==> src/rtl/core/wavelet_detail_coeff_prune_core_macros.svh <==
// assertion macros for the wavelet detail pruning core
`ifndef WAVELET_DETAIL_COEFF_PRUNE_CORE_MACROS_SVH
`define WAVELET_DETAIL_COEFF_PRUNE_CORE_MACROS_SVH

// same-cycle implication, checked outside reset
`define WDCP_ASSERT_SAME(label, clk, rst, ante, cons, msg) \
  label: assert property (@(posedge clk) disable iff (rst) (ante) |-> (cons)) \
    else $error(msg);

// next-cycle implication, checked outside reset
`define WDCP_ASSERT_NEXT(label, clk, rst, ante, cons, msg) \
  label: assert property (@(posedge clk) disable iff (rst) (ante) |=> (cons)) \
    else $error(msg);

`endif

==> src/rtl/core/wdcp_pkg.sv <==
// shared types, constants and helpers for the wavelet detail pruning core
`default_nettype none

package wdcp_pkg;

  localparam int COEFF_BITS = 16;
  localparam int LOWRES_BITS = 16;
  // compare width: holds a sum of two coefficients and a 16-bit threshold, signed
  localparam int CMP_W = (COEFF_BITS + 2 > 18) ? COEFF_BITS + 2 : 18;

  localparam int CFG_IDX_W = 3;
  localparam int CFG_DATA_W = 16;

  localparam int FIFO_DEPTH = 4;
  localparam int FIFO_PTR_W = $clog2(FIFO_DEPTH);
  localparam int FIFO_CNT_W = FIFO_PTR_W + 1;

  typedef logic signed [COEFF_BITS-1:0] coeff_t;
  typedef logic signed [LOWRES_BITS-1:0] lowres_t;
  typedef logic signed [CMP_W-1:0] cmp_t;
  typedef logic [1:0] band_t;

  localparam band_t BAND_PASS = 2'd0;
  localparam band_t BAND_LH = 2'd1;
  localparam band_t BAND_HH = 2'd2;

  localparam logic [CFG_IDX_W-1:0] CFG_RATIO = 3'd0;
  localparam logic [CFG_IDX_W-1:0] CFG_LH_LIMIT = 3'd1;
  localparam logic [CFG_IDX_W-1:0] CFG_HH_LIMIT = 3'd2;
  localparam logic [CFG_IDX_W-1:0] CFG_LOWRES_LIMIT = 3'd3;
  localparam logic [CFG_IDX_W-1:0] CFG_PAIR_LIMIT = 3'd4;
  localparam logic [CFG_IDX_W-1:0] CFG_SNAP_THRESHOLD = 3'd5;

  localparam logic [15:0] SNAP_RESET = 16'hFFFF;

  // band rule offsets
  localparam cmp_t LH_FIRST_OFF = cmp_t'(2);
  localparam cmp_t HH_FIRST_OFF = cmp_t'(1);
  localparam cmp_t HH_LOW_OFF = cmp_t'(1);
  localparam cmp_t LH_SNAP_OFF = cmp_t'(4);
  localparam cmp_t HH_SNAP_OFF = cmp_t'(5);
  localparam cmp_t SNAP_VALUE = cmp_t'(7);

  typedef struct packed {
    logic [7:0] ratio;
    logic [7:0] lh_limit;
    logic [7:0] hh_limit;
    logic [7:0] lowres_limit;
    logic [7:0] pair_limit;
    logic [15:0] snap_threshold;
  } cfg_t;

  typedef struct packed {
    coeff_t coeff;
    logic last;
  } result_t;

  function automatic cmp_t abs_cmp(cmp_t v);
    return v[CMP_W-1] ? -v : v;
  endfunction

endpackage

`default_nettype wire

==> src/rtl/core/wdcp_prune.sv <==
// decision logic for one coefficient given its left and right neighbors
`default_nettype none

module wdcp_prune import wdcp_pkg::*; (
  input  cfg_t    cfg,
  input  band_t   band,
  input  coeff_t  lf,
  input  coeff_t  c,
  input  coeff_t  rt,
  input  lowres_t lr,
  output coeff_t  lf_out,
  output coeff_t  c_out,
  output coeff_t  rt_out
);

  logic is_lh, is_hh, active, skip, cand, fin;
  logic zero_c, zero_l, zero_r;
  cmp_t cc, cl, cr;
  cmp_t ratio, pair, lim, first, low_bound, snap_off, thr;
  cmp_t mc, mlf, mrt, mlr, msum_l, msum_r;
  cmp_t c1, mc1, mlf1, mrt1, c2;

  always_comb begin
    is_lh = (band == BAND_LH);
    is_hh = (band == BAND_HH);
    active = is_lh || is_hh;

    cc = cmp_t'(c);
    cl = cmp_t'(lf);
    cr = cmp_t'(rt);

    ratio = cmp_t'(cfg.ratio);
    pair = cmp_t'(cfg.pair_limit);
    thr = cmp_t'(cfg.snap_threshold);
    lim = is_hh ? cmp_t'(cfg.hh_limit) : cmp_t'(cfg.lh_limit);
    first = lim + (is_hh ? HH_FIRST_OFF : LH_FIRST_OFF);
    low_bound = cmp_t'(cfg.lowres_limit) + (is_hh ? HH_LOW_OFF : cmp_t'(0));
    snap_off = is_hh ? HH_SNAP_OFF : LH_SNAP_OFF;

    mc = abs_cmp(cc);
    mlf = abs_cmp(cl);
    mrt = abs_cmp(cr);
    mlr = abs_cmp(cmp_t'(lr));
    msum_l = abs_cmp(cc + cl);
    msum_r = abs_cmp(cc + cr);
  end

  // first pass: low-res test, then cancelling pair with left, then with right
  always_comb begin
    skip = is_hh && (mc < ratio);
    cand = active && !skip && (mc >= ratio) && (mc < first);
    zero_c = 1'b0;
    zero_l = 1'b0;
    zero_r = 1'b0;
    if (cand) begin
      priority if (mlr < low_bound) begin
        zero_c = 1'b1;
      end else if ((msum_l < pair) && (mrt < pair)) begin
        zero_c = 1'b1;
        zero_l = 1'b1;
      end else if ((msum_r < pair) && (mlf < pair)) begin
        zero_c = 1'b1;
        zero_r = 1'b1;
      end
    end
  end

  // second pass works on the values left by the first
  always_comb begin
    c1 = zero_c ? '0 : cc;
    mc1 = zero_c ? '0 : mc;
    mlf1 = zero_l ? '0 : mlf;
    mrt1 = zero_r ? '0 : mrt;
    fin = active && !skip && (is_hh || (mc1 >= ratio)) && (mc1 < lim) &&
          (((mlf1 < ratio) && (mrt1 < ratio)) || ((mc1 + snap_off) < lim));
    c2 = c1;
    if (fin) begin
      if (is_hh) begin
        priority if (c1 >= thr) begin
          c2 = SNAP_VALUE;
        end else if (c1 <= -thr) begin
          c2 = -SNAP_VALUE;
        end else begin
          c2 = '0;
        end
      end else begin
        c2 = '0;
      end
    end
  end

  assign c_out = coeff_t'(c2);
  assign lf_out = zero_l ? '0 : lf;
  assign rt_out = zero_r ? '0 : rt;

endmodule

`default_nettype wire

==> src/rtl/core/wavelet_detail_coeff_prune_core.sv <==
// Wavelet detail coefficient pruning core. Coefficients stream in raster order with
// their low-res value and band tag; each one is decided when its right neighbor
// arrives, may still be zeroed by that neighbor's decision, and is queued when the
// beat after that neighbor is taken. A beat with last set flushes the window on a
// later cycle, the first one that finds two free output queue entries, sending out
// the remaining one or two values with last_out on the final one. Throughput is one
// coefficient per clock while input is not stalled. Results go through a 4-entry
// output queue, and input stalls only when that queue is full or the flush is pending.
// The configuration port is always ready; the user must write it only while the core is idle (the core does not check).
`default_nettype none

module wavelet_detail_coeff_prune_core import wdcp_pkg::*; (
  input  logic                 clk,
  input  logic                 rst,
  input  logic                 cfg_valid,
  output logic                 cfg_ready,
  input  logic [CFG_IDX_W-1:0] cfg_index,
  input  logic [CFG_DATA_W-1:0] cfg_data,
  input  logic                 in_valid,
  output logic                 in_stall,
  input  coeff_t               coeff,
  input  lowres_t              lowres,
  input  band_t                band,
  input  logic                 last,
  output logic                 out_valid,
  input  logic                 out_stall,
  output coeff_t               coeff_out,
  output logic                 last_out
);

  cfg_t cfg;

  // window: prev is decided but may still be zeroed by cur's decision, cur waits for its right neighbor
  coeff_t  prev_coeff;
  logic    prev_valid;
  coeff_t  cur_coeff;
  lowres_t cur_lowres;
  band_t   cur_band;
  logic    cur_valid;
  logic    flush_pending;

  result_t fifo_mem [FIFO_DEPTH];
  logic [FIFO_PTR_W-1:0] wr_ptr, rd_ptr, wr_ptr_b;
  logic [FIFO_CNT_W-1:0] count, count_next;

  logic in_fire, flush_fire, pop;
  logic [1:0] push_cnt;
  result_t push_a, push_b;

  coeff_t p_lf, p_rt, n_lf, n_c, n_rt;
  band_t  p_band;

  logic last_fire, window_clear, queue_ok;

  assign cfg_ready = 1'b1;

  always_ff @(posedge clk) begin
    if (rst) begin
      cfg.ratio <= '0;
      cfg.lh_limit <= '0;
      cfg.hh_limit <= '0;
      cfg.lowres_limit <= '0;
      cfg.pair_limit <= '0;
      cfg.snap_threshold <= SNAP_RESET;
    end else if (cfg_valid && cfg_ready) begin
      unique case (cfg_index)
        CFG_RATIO:          cfg.ratio <= cfg_data[7:0];
        CFG_LH_LIMIT:       cfg.lh_limit <= cfg_data[7:0];
        CFG_HH_LIMIT:       cfg.hh_limit <= cfg_data[7:0];
        CFG_LOWRES_LIMIT:   cfg.lowres_limit <= cfg_data[7:0];
        CFG_PAIR_LIMIT:     cfg.pair_limit <= cfg_data[7:0];
        CFG_SNAP_THRESHOLD: cfg.snap_threshold <= cfg_data[15:0];
        default: ;
      endcase
    end
  end

  assign in_stall = flush_pending || (count == FIFO_CNT_W'(FIFO_DEPTH));
  assign in_fire = in_valid && !in_stall;
  assign flush_fire = flush_pending && (count <= FIFO_CNT_W'(FIFO_DEPTH - 2));
  assign out_valid = (count != '0);
  assign pop = out_valid && !out_stall;

  // one decision unit, shared by the normal beat and the flush
  assign p_lf = prev_valid ? prev_coeff : '0;
  assign p_rt = flush_pending ? '0 : coeff;
  assign p_band = cur_valid ? cur_band : BAND_PASS;

  wdcp_prune u_prune (
    .cfg    (cfg),
    .band   (p_band),
    .lf     (p_lf),
    .c      (cur_coeff),
    .rt     (p_rt),
    .lr     (cur_lowres),
    .lf_out (n_lf),
    .c_out  (n_c),
    .rt_out (n_rt)
  );

  always_comb begin
    push_cnt = 2'd0;
    push_a = '0;
    push_b = '0;
    if (flush_fire) begin
      if (prev_valid) begin
        push_a = '{coeff: n_lf, last: 1'b0};
        push_b = '{coeff: n_c, last: 1'b1};
        push_cnt = 2'd2;
      end else begin
        push_a = '{coeff: n_c, last: 1'b1};
        push_cnt = 2'd1;
      end
    end else if (in_fire && prev_valid) begin
      push_a = '{coeff: n_lf, last: 1'b0};
      push_cnt = 2'd1;
    end
  end

  always_ff @(posedge clk) begin
    if (rst) begin
      prev_valid <= 1'b0;
      cur_valid <= 1'b0;
      flush_pending <= 1'b0;
    end else if (flush_fire) begin
      prev_valid <= 1'b0;
      cur_valid <= 1'b0;
      flush_pending <= 1'b0;
    end else if (in_fire) begin
      prev_valid <= cur_valid;
      cur_valid <= 1'b1;
      flush_pending <= last;
    end
  end

  always_ff @(posedge clk) begin
    if (in_fire) begin
      prev_coeff <= cur_valid ? n_c : '0;
      cur_coeff <= n_rt;
      cur_lowres <= lowres;
      cur_band <= band;
    end
  end

  // output queue, up to two beats written per cycle
  assign wr_ptr_b = wr_ptr + FIFO_PTR_W'(1);
  assign count_next = count + FIFO_CNT_W'(push_cnt) - FIFO_CNT_W'(pop);

  always_ff @(posedge clk) begin
    if (push_cnt != 2'd0) begin
      fifo_mem[wr_ptr] <= push_a;
    end
    if (push_cnt == 2'd2) begin
      fifo_mem[wr_ptr_b] <= push_b;
    end
  end

  always_ff @(posedge clk) begin
    if (rst) begin
      wr_ptr <= '0;
      rd_ptr <= '0;
      count <= '0;
    end else begin
      wr_ptr <= wr_ptr + FIFO_PTR_W'(push_cnt);
      rd_ptr <= rd_ptr + FIFO_PTR_W'(pop);
      count <= count_next;
    end
  end

  assign coeff_out = fifo_mem[rd_ptr].coeff;
  assign last_out = fifo_mem[rd_ptr].last;

  assign last_fire = in_fire && last;
  assign window_clear = !cur_valid && !prev_valid && !flush_pending;
  assign queue_ok = (count_next <= FIFO_CNT_W'(FIFO_DEPTH));

`include "wavelet_detail_coeff_prune_core_macros.svh"

  `WDCP_ASSERT_SAME(a_flush_has_item, clk, rst, flush_pending, cur_valid, "empty window in flush")
  `WDCP_ASSERT_NEXT(a_last_starts_flush, clk, rst, last_fire, flush_pending, "flush not started")
  `WDCP_ASSERT_NEXT(a_flush_clears, clk, rst, flush_fire, window_clear, "flush left window")
  `WDCP_ASSERT_SAME(a_queue_bounds, clk, rst, 1'b1, queue_ok, "output queue overflow")

endmodule

`default_nettype wire
==> config.mk <==
export PLATFORM = sky130hd
export DESIGN_NAME = wavelet_detail_coeff_prune_core
export DESIGN_NICKNAME = d
export VERILOG_FILES = /design/src/rtl/core/wdcp_pkg.sv /design/src/rtl/core/wdcp_prune.sv /design/src/rtl/core/wavelet_detail_coeff_prune_core.sv
export VERILOG_INCLUDE_DIRS = /design/src /design/src/rtl/core
export SDC_FILE = /design/constraint.sdc
export NUM_CORES = 1
export LEC_CHECK = 0
export BUFFER_PORTS_ARGS = -buffer_cell sky130_fd_sc_hd__buf_4
export CAP_MARGIN = 15
export CORE_MARGIN = 4
export CORE_UTILIZATION = 45
export DETAILED_ROUTE_END_ITERATION = 16
export GPL_TIMING_DRIVEN = 0
export PLACE_DENSITY_LB_ADDON = 0.2
export SYNTH_ARGS = -nofsm -noshare
export SYNTH_HDL_FRONTEND = slang
export SYNTH_SLANG_ARGS = --single-unit
==> constraint.sdc <==
create_clock -name clk -period 17.1 [get_ports clk]
set_input_delay 0.855 -clock clk [delete_from_list [all_inputs] [get_ports clk]]
set_output_delay 0.855 -clock clk [all_outputs]
set_load 0.005 [all_outputs]
; Yosys cells after proc, flatten, opt, wreduce, memory -nomap -nowiden
; Memories as Yosys holds them, arrays and structs flattened. A register that Yosys moved wholly into a read port is not among the register bits.
; Index checks and enable logic that the tools add are counted.
; W data, S select, Z words.
[totals]
reg_bits = 116
ram_bits = 68
inputBits = 59
out_inout_bits = 20
elab_cells = 135
n_memories = 1
[op_classes]
addsub = 17
n_lt_le_gt_ge = 16
eq_ne = 9
n_mux = 45
reduce_logical = 31
[memory_table]
columns = name, words, width, read_ports, rd_clocked_by_memory_dff, write_ports, line_no
row1 = fifo_mem, 4, 17, 1, 1, 2, wavelet_detail_coeff_prune_core.sv:42  ; result_t fifo_mem [FIFO_DEPTH];
[op_table]
columns = op, n
row1 = $mux W18, 10
row2 = $lt A18 B9 Y1, 7
row3 = $mux W16, 7
row4 = $neg A16 Y18, 5
row5 = $mux W17, 5
row6 = $lt A18 B18 Y1, 4
row7 = $add A18 B18 Y18, 2
row8 = $ge A18 B9 Y1, 2
row9 = $neg A18 Y18, 2
row10 = $add A16 B16 Y17, 2
row11 = $add A9 B18 Y18, 1
row12 = $ge A18 B17 Y1, 1
row13 = $le A18 B18 Y1, 1
row14 = $mux W1, 17
row15 = $logic_and A1 B1 Y1, 14
row16 = $reduce_and A2 Y1, 6
row17 = $mux W2, 5
row18 = $eq A3 B3 Y1 const B, 3
row19 = $mux W8, 1
row20 = $eq A3 B2 Y1 const B, 2
row21 = $eq A2 B2 Y1 const B, 2
row22 = $logic_or A1 B1 Y1, 4
row23 = $add A3 B2 Y3, 1
row24 = $eq A3 B1 Y1 const B, 1
row25 = other kinds (11), 13

; Longest topological paths before layout
; Gate-level depths: netlist of run 1.
[depth]
ltp_word = 19
mapped_depth = 49
depth_no_buf = 44

; Hierarchy
; A second synthesis of run 1 with hierarchy kept.
[hier_totals]
cells_unflattened = 1806
area_unflattened_um2 = 16097.9
[modules_own_cells]
columns = mod, instances, cells_per_inst, area_each_um2, seq_area_each_um2
row1 = wdcp_prune, 1, 1203, 8344.3, 0.0
row2 = wavelet_detail_coeff_prune_core, 1, 603, 7753.7, 4864.7

; Least setup slack after synthesis of run 1
; OpenSTA, ideal clock, no wires.
[synth_timing]
kind = flip-flop to flip-flop
startpoint = register flush_pending
endpoint = register prev_coeff[5] (data pin)
setup_ps = 140
arrival_time_ps = 8781
t_required_ps = 16960
setup_slack_ps = 8179
path_stages_with_launch = 47
path_buffers = 10
synth_period_minus_slack_ps = 8921
path_cell_list = dfxtp_1 -> buf_2 -> buf_2 -> buf_2 -> buf_1 -> clkbuf_1 -> nor2b_1 -> ha_1 -> clkbuf_1 -> o21a_1 -> nor2_1 -> o21a_1 -> o21bai_1 -> o41a_1 -> clkbuf_1 -> nor2_1 -> xnor2_1 -> ha_1 -> [11 not listed] -> clkbuf_1 -> and2_1 -> ha_1 -> ha_1 -> o21a_1 -> o21a_1 -> o21a_1 -> o21a_1 -> o21a_1 -> o21a_1 -> o21ai_0 -> nand2_1 -> a211oi_2 -> a22oi_2 -> a211oi_4 -> or3b_1 -> buf_6 -> a21boi_2
[synth_between]
elab_chain_cells = 17
word_cells_on_any_way = 42
classes_between = 4 x add/sub / 9 x order compare / 21 x mux / 8 x reduce/logical
[synth_lines]
columns = element, line_no
row1 = start: declaration, wavelet_detail_coeff_prune_core.sv:40  ; logic flush_pending;
row2 = start signal: assignment, wavelet_detail_coeff_prune_core.sv:132  ; flush_pending <= last;
row3 = $mux W16 *, wavelet_detail_coeff_prune_core.sv:86  ; assign p_rt = flush_pending ? '0 : coeff;
row4 = via p_rt[11], wavelet_detail_coeff_prune_core.sv:50  ; coeff_t p_lf, p_rt, n_lf, n_c, n_rt;
row5 = "parallel branches: the longest is 15 deep, another holds $neg A18 Y18", -
row6 = $mux W16 *, wdcp_prune.sv:77  ; if (fin) begin
row7 = end signal: assignment, wavelet_detail_coeff_prune_core.sv:138  ; prev_coeff <= cur_valid ? n_c : '0;
row8 = end: declaration, wavelet_detail_coeff_prune_core.sv:34  ; coeff_t prev_coeff;
; Mark *: on every way through the listed nets, which the timed path passes.
; A chain may end at the register's enable or synchronous reset.

==> impl_metrics.tcl, run 1 <==
set metrics [dict create \
    status "finished clean" \
    slowest_delay_ps 630 \
    tns_ps 0 \
    final_max_slew_viol_count 0 \
    drv_cap 0 \
    routed_via_density 6.12 \
    hold_violations 0 \
    seq_area_frac_synth 0.280 \
    post_drt_wl_per_cell_microns 20.3 \
    cp_data_required_time_ps 17380 \
    rows 71 \
    htree_num_levels 4 \
    yosys-top-cells-area "edfxtp_1 20%, ha_1 11%, dfxtp_1 7.6%" \
    reg2regPathDepth 45 \
    dp_cells 2642 \
    place_congestion 0.951 \
    layout_commonest_cell "nand2_1" \
    fin_cells 2675 \
    die_h_microns 204 \
    netlist.area_leader.share 0.204 \
    die_area_sq_um 41700 \
    cts_buffers 17 \
    clk_latency_ps 470 \
    pin_count 79 \
    synth_edf_count 118 \
    num_vias 16400 \
    yosysWarnings 0 \
    max-vdd-ir-drop_mv 0.0828 \
    worstSetupEndpointType "flip-flop" \
    wl_microns 54300 \
    dp_hpwl_microns 42800 \
    critPathLaunch "prev_valid$_SDFFE_PP0P_" \
    period_share 0.683 \
    grt_use_total 0.257 \
    drtIter0Drc 1515 \
    slowest_stage "nor4_2" \
    tightest_slew_ps 1060 \
    path_delay_family "compound AO/OA/AOI/OAI gates" \
    synth_fp_nets 2270 \
    r2r_slack_ps 5420 \
    cts_tree "built" \
    p_sw_mw 0.871 \
    p_int_mw 1.18 \
    cts_hold_buf 0 \
    syn-cell-area_sq_um 17300 \
    cts.repair.resized 0 \
    crit_cells 45 \
    critPathCapture "fifo_mem[2][9]$_DFFE_PP_" \
    power_frac_seq 0.282 \
    cts.sinks 184 \
    ys_ff_latch 184 \
    ant_nets 0 \
    clockRootBuffer "clkbuf_16" \
    cpMostUsedCell "o21a_1" \
    synthFlopType "edfxtp_1" \
    powerDensity_nw_per_um2 107 \
    arrival_ps 11960 \
    synth_cell_types 106 \
    gr-total-overflow 0 \
    rsz0062_at_grt "no" \
    grt_pass1_vias 15600 \
    core_sq_um 37800 \
    path_class "reg -> reg" \
    finalCriticalPeriod_ps 11680 \
    first_pass_iters 5 \
    grt_antenna_before_repair 0 \
    numPortBuffers 70 \
    grt_max_degree 30 \
    critPathBufInv 9 \
    n_fill_cell 3679 \
    die-width_microns 204 \
    power_mw 2.06 \
    max_freq_ghz 0.0856 \
    p_leak_nw 7.47 \
    nets 2364 \
    swShare 0.424 \
    hp-class "reg -> reg" \
    fin_skew_ps 18.7 \
    synth_largest_area_cell "edfxtp_1" \
    post-cts-setup-buffers 0 \
    startpoint_type "flip-flop" \
    final_cell_mix "248 x nand2_1, 153 x ha_1, 121 x nor2_1" \
    synth-async-reset-ratio 0 \
    syn_to_final_growth_pct 10.9 \
    finalSetupViolCount 0 \
    grt_pass1_wl_microns 85800 \
    timing.rr.end "fifo_mem[2][9]$_DFFE_PP_" \
    cts.clk_slew.worst_paths_ps 80 \
    clockPowerShare 0.203 \
    p_comb_frac 0.516 \
    hold_ws_ps 455 \
    drc 0 \
    synth_cells 2056 \
    start_util 0.458 \
    r2r_start "prev_valid$_SDFFE_PP0P_" \
    drive_above_1_share 0.108 \
    syn-mean-instance-area_sq_um 8.44 \
    worstPathMaxFanout 11 \
    relSlewSlack 0.281 \
    clock_path_buffers 2 \
]
-- registers in the layout, indices dropped and copies added (netlist names) --
signal	cells
count	3
rd_ptr	2
cfg	56
cur_band	2
cur_lowres	16
flush_pending	1
cur_coeff	16
prev_valid	1
fifo_mem	68
wr_ptr	2
cur_valid	1
prev_coeff	16
-- power by group through the flow --
| stage | combinational (mW) | clock (mW) | sequential (mW) |
|---|---|---|---|
| 4_1_cts | 1.05 | 0.419 | 0.577 |
| 3_3_place_gp | 1.00 | 0 | 0.590 |
| 6_report | 1.06 | 0.416 | 0.579 |
| 2_1_floorplan | 0.757 | 0 | 0.571 |
| 3_5_place_dp | 1.04 | 0 | 0.587 |
| 5_1_grt | 1.18 | 0.437 | 0.583 |
-- per-layer routing --
layer,track usage,part of all wire,vias to the layer above
met2,0.412,0.45,635
met1,0.359,0.45,7767
met4,0.0830,0.029,0
met5,0,0,-
met3,0.0367,0.071,99
li1,-,-,7860
-- final cells by class --
type	count	area (sq um)	area share
inverters	93	349	0.0181
clock inverters	12	134	0.00696
flip-flops and latches	184	4860	0.253
clock buffers	20	469	0.0244
plain buffers	132	584	0.0304
multi-input cells	1647	11600	0.603
diodes	1	2.50	0.000130
repair buffers	75	603	0.0313
well taps	511	639	0.0332
-- tightest hold or removal path: cells and delay by family, from the launching register on --
kind            cells  cell delay, ps
compound gates      1              50
flops               1             310
simple gates        1              50
-- logic make-up after synthesis --
group	share of synthesized area
fa+ha+maj	0.115
simple gates	0.234
xor+xnor	0.0621
flops	0.280
compound gates	0.221
other cells	0.000216
buf+inv	0.0538
mux	0.0329
-- synth_stat cells (all sizes together), types with 9 or more instances --
cell,n
a211oi,24
a21boi,20
a21o,50
a21oi,101
a31oi,15
and2,50
and3,27
and4,10
buf,51
clkbuf,81
dfxtp,66
edfxtp,118
ha,153
inv,93
mux2i,15
mux4,17
nand2,249
nand2b,23
nand3,40
nand3b,19
nand4,70
nor2,123
nor2b,35
nor3,67
o2111ai,9
o211ai,64
o21a,31
o21ai,80
o22ai,21
o31ai,15
o41ai,17
or2,16
or3,16
xnor2,78
xor2,45
-- stage by stage --
stage                     instance area [sq um]  utilization  setup WS [ps]
after floorplan                           17300            -           8180
after global placement                    18500        0.489           5640
after detailed placement                  18600        0.492           5650
after CTS                                 19200        0.508           5560
after global routing                      19200        0.508           4500
final                                     19200        0.508           5420
-- how the worst min path moves through the flow --
| stage | from | endpoint | cells after the start |
|---|---|---|---|
| after floorplan | cfg[41]$_SDFFE_PP0P_ | cfg[41]$_SDFFE_PP0P_ | 2 |
| after global placement | cfg[50]$_SDFFE_PP0P_ | cfg[50]$_SDFFE_PP0P_ | 2 |
| after detailed placement | cfg[54]$_SDFFE_PP0P_ | cfg[54]$_SDFFE_PP0P_ | 2 |
| after CTS | cfg[54]$_SDFFE_PP0P_ | cfg[54]$_SDFFE_PP0P_ | 2 |
| after global routing | cfg[36]$_SDFFE_PP0P_ | cfg[36]$_SDFFE_PP0P_ | 2 |
| final | cfg[43]$_SDFFE_PP0P_ | cfg[43]$_SDFFE_PP0P_ | 2 |
Note: power is estimated with default switching activity, not from simulation.
==> inputs of run 2 (changes only) <==
ABC_AREA = 1   (was not set)
clock period = 11.5 ns   (was 17.1 ns; I/O delays follow)
==> run 2 against run 1 <==
Against the previous run: flip-flop and latch count unchanged; critical path depth is 20 higher; clock-buffer cell count is 3 lower; cell area fell by 2.7%; cell count grew 13%; via count increased by 1.4%; non-clock buffer count fell by 68; sequential power is 50% higher; clock power increased by 49%; clock skew shrank 1.9 ps; die area down 2.9%; critical endpoint is now fifo_mem[3][8]$_DFFE_PP_; largest power group unchanged.
==> impl_metrics.tcl, run 2 <==
set metrics [dict create \
    core_sq_um 36800 \
    fin_cells 3015 \
    worstSetupEndpointType "flip-flop" \
    cpMostUsedCell "nand2_1" \
    tns_ps 0 \
    worstPathMaxFanout 10 \
    top_regs "fifo_mem (68), cfg (56)" \
    yosysWarnings 0 \
    p_sw_mw 1.47 \
    p_comb_frac 0.532 \
    slowest_delay_ps 390 \
    cp_data_required_time_ps 11720 \
    htree_num_levels 4 \
    synth_cell_types 60 \
    final_max_slew_viol_count 0 \
    largest_register "fifo_mem" \
    nets 2748 \
    grt_antenna_before_repair 0 \
    powerDensity_nw_per_um2 170 \
    numPortBuffers 77 \
    clockPowerShare 0.195 \
    swShare 0.463 \
    synth-async-reset-ratio 0 \
    rows 70 \
    clk_latency_ps 470 \
    largest_reg_flops 68 \
    num_vias 16600 \
    dp_hpwl_microns 43000 \
    multiInputGateArea_sq_um 10400 \
    fin_area_sq_um 18700 \
    hold_violations 0 \
    dpl_cell_area_sq_um 18100 \
    synthFlopType "edfxtp_1" \
    grt_pass1_vias 15800 \
    n_fill_cell 3683 \
    die-width_microns 201 \
    clock_path_buffers 2 \
    post_drt_wl_per_cell_microns 17.7 \
    final_cell_mix "669 x nand2_1, 285 x inv_1, 269 x nor2_1" \
    finalCriticalPeriod_ps 8800 \
    slowest_stage "fa_1" \
    place_congestion 0.924 \
    power_frac_seq 0.273 \
    regArea_sq_um 4860 \
    post-cts-setup-buffers 0 \
    cts.sinks 184 \
    gr-total-overflow 0 \
    finalSetupViolCount 0 \
    power_mw 3.18 \
    grt_max_degree 36 \
    cts_buffers 17 \
    drc 0 \
    hp-class "in -> reg" \
    tightest_slew_ps 958 \
    synth_edf_count 118 \
    p_leak_nw 9.21 \
    first_pass_iters 6 \
    yosysMostFrequentCell "nand2_1" \
    synth_fp_nets 2648 \
    startpoint_type "flip-flop" \
    pin_count 79 \
    dp_cells 2983 \
    grt_pass1_wl_microns 83900 \
    clockRootBuffer "clkbuf_16" \
    max-vdd-ir-drop_mv 0.106 \
    ys_ff_latch 184 \
    arrival_ps 9020 \
    cts.clk_slew.worst_paths_ps 80 \
    synth_largest_area_cell "edfxtp_1" \
    path_class "reg -> reg" \
    synth_cells 2434 \
    layout_commonest_cell "nand2_1" \
    drv_cap 0 \
    yosys-top-cells-area "edfxtp_1 21%, nand2_1 15%, ha_1 11%" \
    grt_use_total 0.256 \
    n_antenna_cell 0 \
    routed_via_density 5.50 \
    relSlewSlack 0.361 \
    syn-mean-instance-area_sq_um 6.91 \
    cts_tree "built" \
    fin_skew_ps 16.8 \
    netlist.area_leader.share 0.211 \
    wl_microns 53300 \
    drtIter0Drc 1365 \
    status "finished clean" \
    syn_to_final_growth_pct 11.3 \
    netlist_top_cells_count "669 x nand2_1, 286 x inv_1, 269 x nor2_1, 153 x ha_1, 138 x nand3_1" \
    die_area_sq_um 40500 \
    max_freq_ghz 0.114 \
    cts_hold_buf 0 \
    p_int_mw 1.71 \
    period_share 0.765 \
    start_util 0.457 \
    drive_above_1_share 0.112 \
    syn-cell-area_sq_um 16800 \
    cts.repair.resized 0 \
    die_h_microns 201 \
    rsz0062_at_grt "no" \
    ant_nets 0 \
    seq_area_frac_synth 0.289 \
]
run 2: changes by cell type in the layout (fill, tap and decap cells not counted), moves of 39 or more:
cell / delta
nand3_1: +98
xnor2_1: -67
nor3_1: -39
clkbuf_1: -47
nand2_1: +421
and2_1: -48
nor2_1: +148
inv_1: +193
a21o_1: -49
o21ai_0: +64
run 2: cell type report:
class,count,share of cell area
Sequential cell,184,0.260
Multi-Input combinational cell,1870,0.558
Buffer,58,0.0187
Clock buffer,17,0.0227
Inverter,322,0.0650
Timing Repair Buffer,81,0.0350
Tap cell,468,0.0313
Clock inverter,15,0.00929
run 2: worst max-delay path: cells and delay by family, from the launching register on:
family                   cells  cell delay [ps]
AO/OA/AOI/OAI                6              960
XOR/XNOR                     2              370
adder cells (fa/ha/maj)      5             1410
buffers and inverters       14             1630
flip-flops                   1              300
AND/OR/NAND/NOR             38             3840
run 2: path summary, 6_finish.rpt:
kind,startpoint,end,slack (ps),depth (start not counted)
worst max register to register,flush_pending$_SDFFE_PP0P_,fifo_mem[3][8]$_DFFE_PP_,2700,65
worst min-delay path,lowres[3],cur_lowres[3]$_DFFE_PP_,280,1
worst min register to register,cfg[39]$_SDFFE_PP0P_,cfg[39]$_SDFFE_PP0P_,480,2
worst max-delay path,flush_pending$_SDFFE_PP0P_,fifo_mem[3][8]$_DFFE_PP_,2700,65
run 2: cells by family after synthesis:
kind of cell / after synthesis / synth area share
other: 1 / 0.000223
DFF: 184 / 0.289
AOI/OAI and AO/OA: 362 / 0.121
buffers and inverters: 380 / 0.0931
adders and majority gates: 155 / 0.116
xor gates and xnor gates: 81 / 0.0426
muxes: 3 / 0.00193
and+or+nand+nor: 1268 / 0.336
run 2: per-layer routing:
metal	vias up	share of wire	GRT usage
li1	8224	-	-
met4	0	0.030	0.0833
met3	88	0.061	0.0342
met2	576	0.46	0.431
met1	7694	0.45	0.343
met5	-	0	0
run 2: power groups by stage:
stage	sequential [mW]	clock, mW	combinational [mW]
finish	0.867	0.620	1.69
detailed placement	0.879	0	1.67
floorplan	0.848	0	1.19
global route	0.871	0.653	1.91
CTS	0.864	0.626	1.68
global placement	0.882	0	1.60
run 2: per-stage QoR:
| stage | setup slack [ps] | hold slack [ps] | util |
|---|---|---|---|
| 2_1_floorplan | 4460 | 428 | - |
| 3_3_place_gp | 2940 | 457 | 0.489 |
| 3_5_place_dp | 2810 | 466 | 0.493 |
| 4_1_cts | 2740 | 262 | 0.509 |
| 5_1_grt | 2100 | 268 | 0.509 |
| 6_report | 2700 | 283 | 0.509 |
==> inputs of run 3 (changes only) <==
ABC_AREA = 0   (was 1)
clock period = 7.3 ns   (was 11.5 ns; I/O delays follow)
==> run 3 against run 2 <==
Against the previous run: utilization rose by 4.4 points; cell count fell by 8.8%; flip-flop and latch count did not move; highest routed layer unchanged; critical endpoint is now fifo_mem[1][5]$_DFFE_PP_; the flow now finishes with violations (setup timing); largest power group unchanged; combinational power rose by 69%; largest cell class unchanged; critical path type unchanged; global-route usage rose by 1.5 points.
==> impl_metrics.tcl, run 3 (synthesis gave the netlist of run 1 again) <==
set metrics [dict create \
    ant_nets 0 \
    post_drt_wl_per_cell_microns 21.1 \
    n_antenna_cell 0 \
    startpoint_type "flip-flop" \
    period_share 1.21 \
    cts.sinks 184 \
    start_util 0.458 \
    cts_tree "built" \
    arrival_ps 8990 \
    final_cell_mix "236 x nand2_1, 142 x ha_1, 138 x buf_4" \
    numPortBuffers 70 \
    largest_register "fifo_mem" \
    largest_reg_flops 68 \
    fin_skew_ps 22.5 \
    num_vias 16900 \
    final_max_slew_viol_count 0 \
    hp-class "in -> reg" \
    die_area_sq_um 41700 \
    n_fill_cell 3535 \
    drtIter0Drc 1606 \
    hold_ws_ps 81.5 \
    critPathBufInv 10 \
    gr-total-overflow 0 \
    clockRootBuffer "clkbuf_16" \
    r2r_start "flush_pending$_SDFFE_PP0P_" \
    nets 2441 \
    path_class "reg -> reg" \
    drive_above_1_share 0.188 \
    first_pass_iters 6 \
    grt_use_total 0.272 \
    slowest_delay_ps 1080 \
    grt_pass1_wl_microns 90400 \
    top_regs "fifo_mem (68), cfg (56)" \
    relSlewSlack 0.163 \
    die-width_microns 204 \
    tightest_slew_ps 1240 \
    powerDensity_nw_per_um2 245 \
    pin_count 79 \
    drc 0 \
    htree_num_levels 4 \
    place_congestion 0.955 \
    clk_latency_ps 470 \
    max-vdd-ir-drop_mv 0.203 \
    multiInputGateArea_sq_um 12300 \
    rsz0062_at_grt "yes" \
    finalSetupViolCount 80 \
    p_leak_nw 8.24 \
    fin_ws_ps -1550 \
    grt_max_degree 25 \
    worstSetupEndpointType "flip-flop" \
    dp_hpwl_microns 44100 \
    path_delay_family "compound AO/OA/AOI/OAI gates" \
    cts.clk_slew.worst_paths_ps 80 \
    die_h_microns 204 \
    cp_data_required_time_ps 7450 \
    max_freq_ghz 0.113 \
    grt_antenna_before_repair 0 \
    finalCriticalPeriod_ps 8850 \
    drv_cap 0 \
    hold_violations 0 \
    critPathLaunch "flush_pending$_SDFFE_PP0P_" \
    slowest_stage "o41ai_1" \
    worstPathMaxFanout 10 \
    layout_commonest_cell "nand2_1" \
    regArea_sq_um 4870 \
    tns_ps -117720 \
    cts_buffers 17 \
    clock_path_buffers 2 \
    status "complete, but fails checks" \
    hp-start "lowres[11]" \
    grt_pass1_vias 16100 \
    core_sq_um 37800 \
    routed_via_density 6.15 \
    failed_checks "setup timing" \
    syn_to_final_growth_pct 20.5 \
    rows 71 \
    wl_microns 58000 \
]
-- run 3: repair_timing --
item	CTS	global route
endpoints found under the setup margin	80	80
setup buffers	53	22
cloned	5	1
pin swaps	53	49
hold buffers	0	0
resized for setup	146	55
-- run 3: per-stage QoR --
| step | power (mW) | cells | utilization | area [sq um] | worst slack, ps |
|---|---|---|---|---|---|
| 2_1_floorplan | 3.16 | 2056 | - | 17600 | -812 |
| 3_3_place_gp | 3.82 | 2637 | 0.495 | 18700 | -3470 |
| 3_5_place_dp | 3.89 | 2642 | 0.499 | 18900 | -3110 |
| 6_report | 5.12 | 2751 | 0.552 | 20900 | -1550 |
| 4_1_cts | 4.98 | 2730 | 0.543 | 20500 | -1370 |
| 5_1_grt | 5.46 | 2751 | 0.552 | 20900 | -1780 |
-- run 3: area by class of cell --
cell class | instances | area share
plain buffers | 128 | 0.0408
clock inverters | 13 | 0.00646
inverters | 93 | 0.0170
repair buffers | 156 | 0.0639
well taps | 511 | 0.0306
flip-flops and latches | 184 | 0.233
multi-input cells | 1647 | 0.588
clock buffers | 19 | 0.0207
-- run 3: layer usage --
metal,up-vias,GRT usage,part of all wire
met5,-,0,0
met1,8135,0.385,0.45
met4,0,0.0766,0.028
li1,7976,-,-
met3,113,0.0440,0.072
met2,705,0.431,0.45
-- run 3: power by group --
group / leakage, nW / total [mW] / internal, mW / switching (mW)
combinational: 6.30 / 2.85 / 1.20 / 1.64
sequential: 1.66 / 1.35 / 1.25 / 0.101
clock: 0.271 / 0.919 / 0.479 / 0.440
total: 8.24 / 5.12 / 2.94 / 2.19
-- run 3: final timing paths --
path / endpoint / slack (ps) / depth (start not counted)
max: fifo_mem[1][5]$_DFFE_PP_ / -1550 / 41
min: cur_lowres[11]$_DFFE_PP_ / 80 / 1
max reg2reg: fifo_mem[1][5]$_DFFE_PP_ / -1550 / 41
min reg2reg: cfg[41]$_SDFFE_PP0P_ / 450 / 2
-- run 3: worst register-to-register path, delay by kind of cell, from the launching register on --
family                     cells  cell delay, ps
buffers and inverters         10            1290
AOI/OAI and AO/OA             15            3560
DFF                            1             350
xor gates and xnor gates       1             180
adders and majority gates      3             680
and+or+nand+nor               12            2430
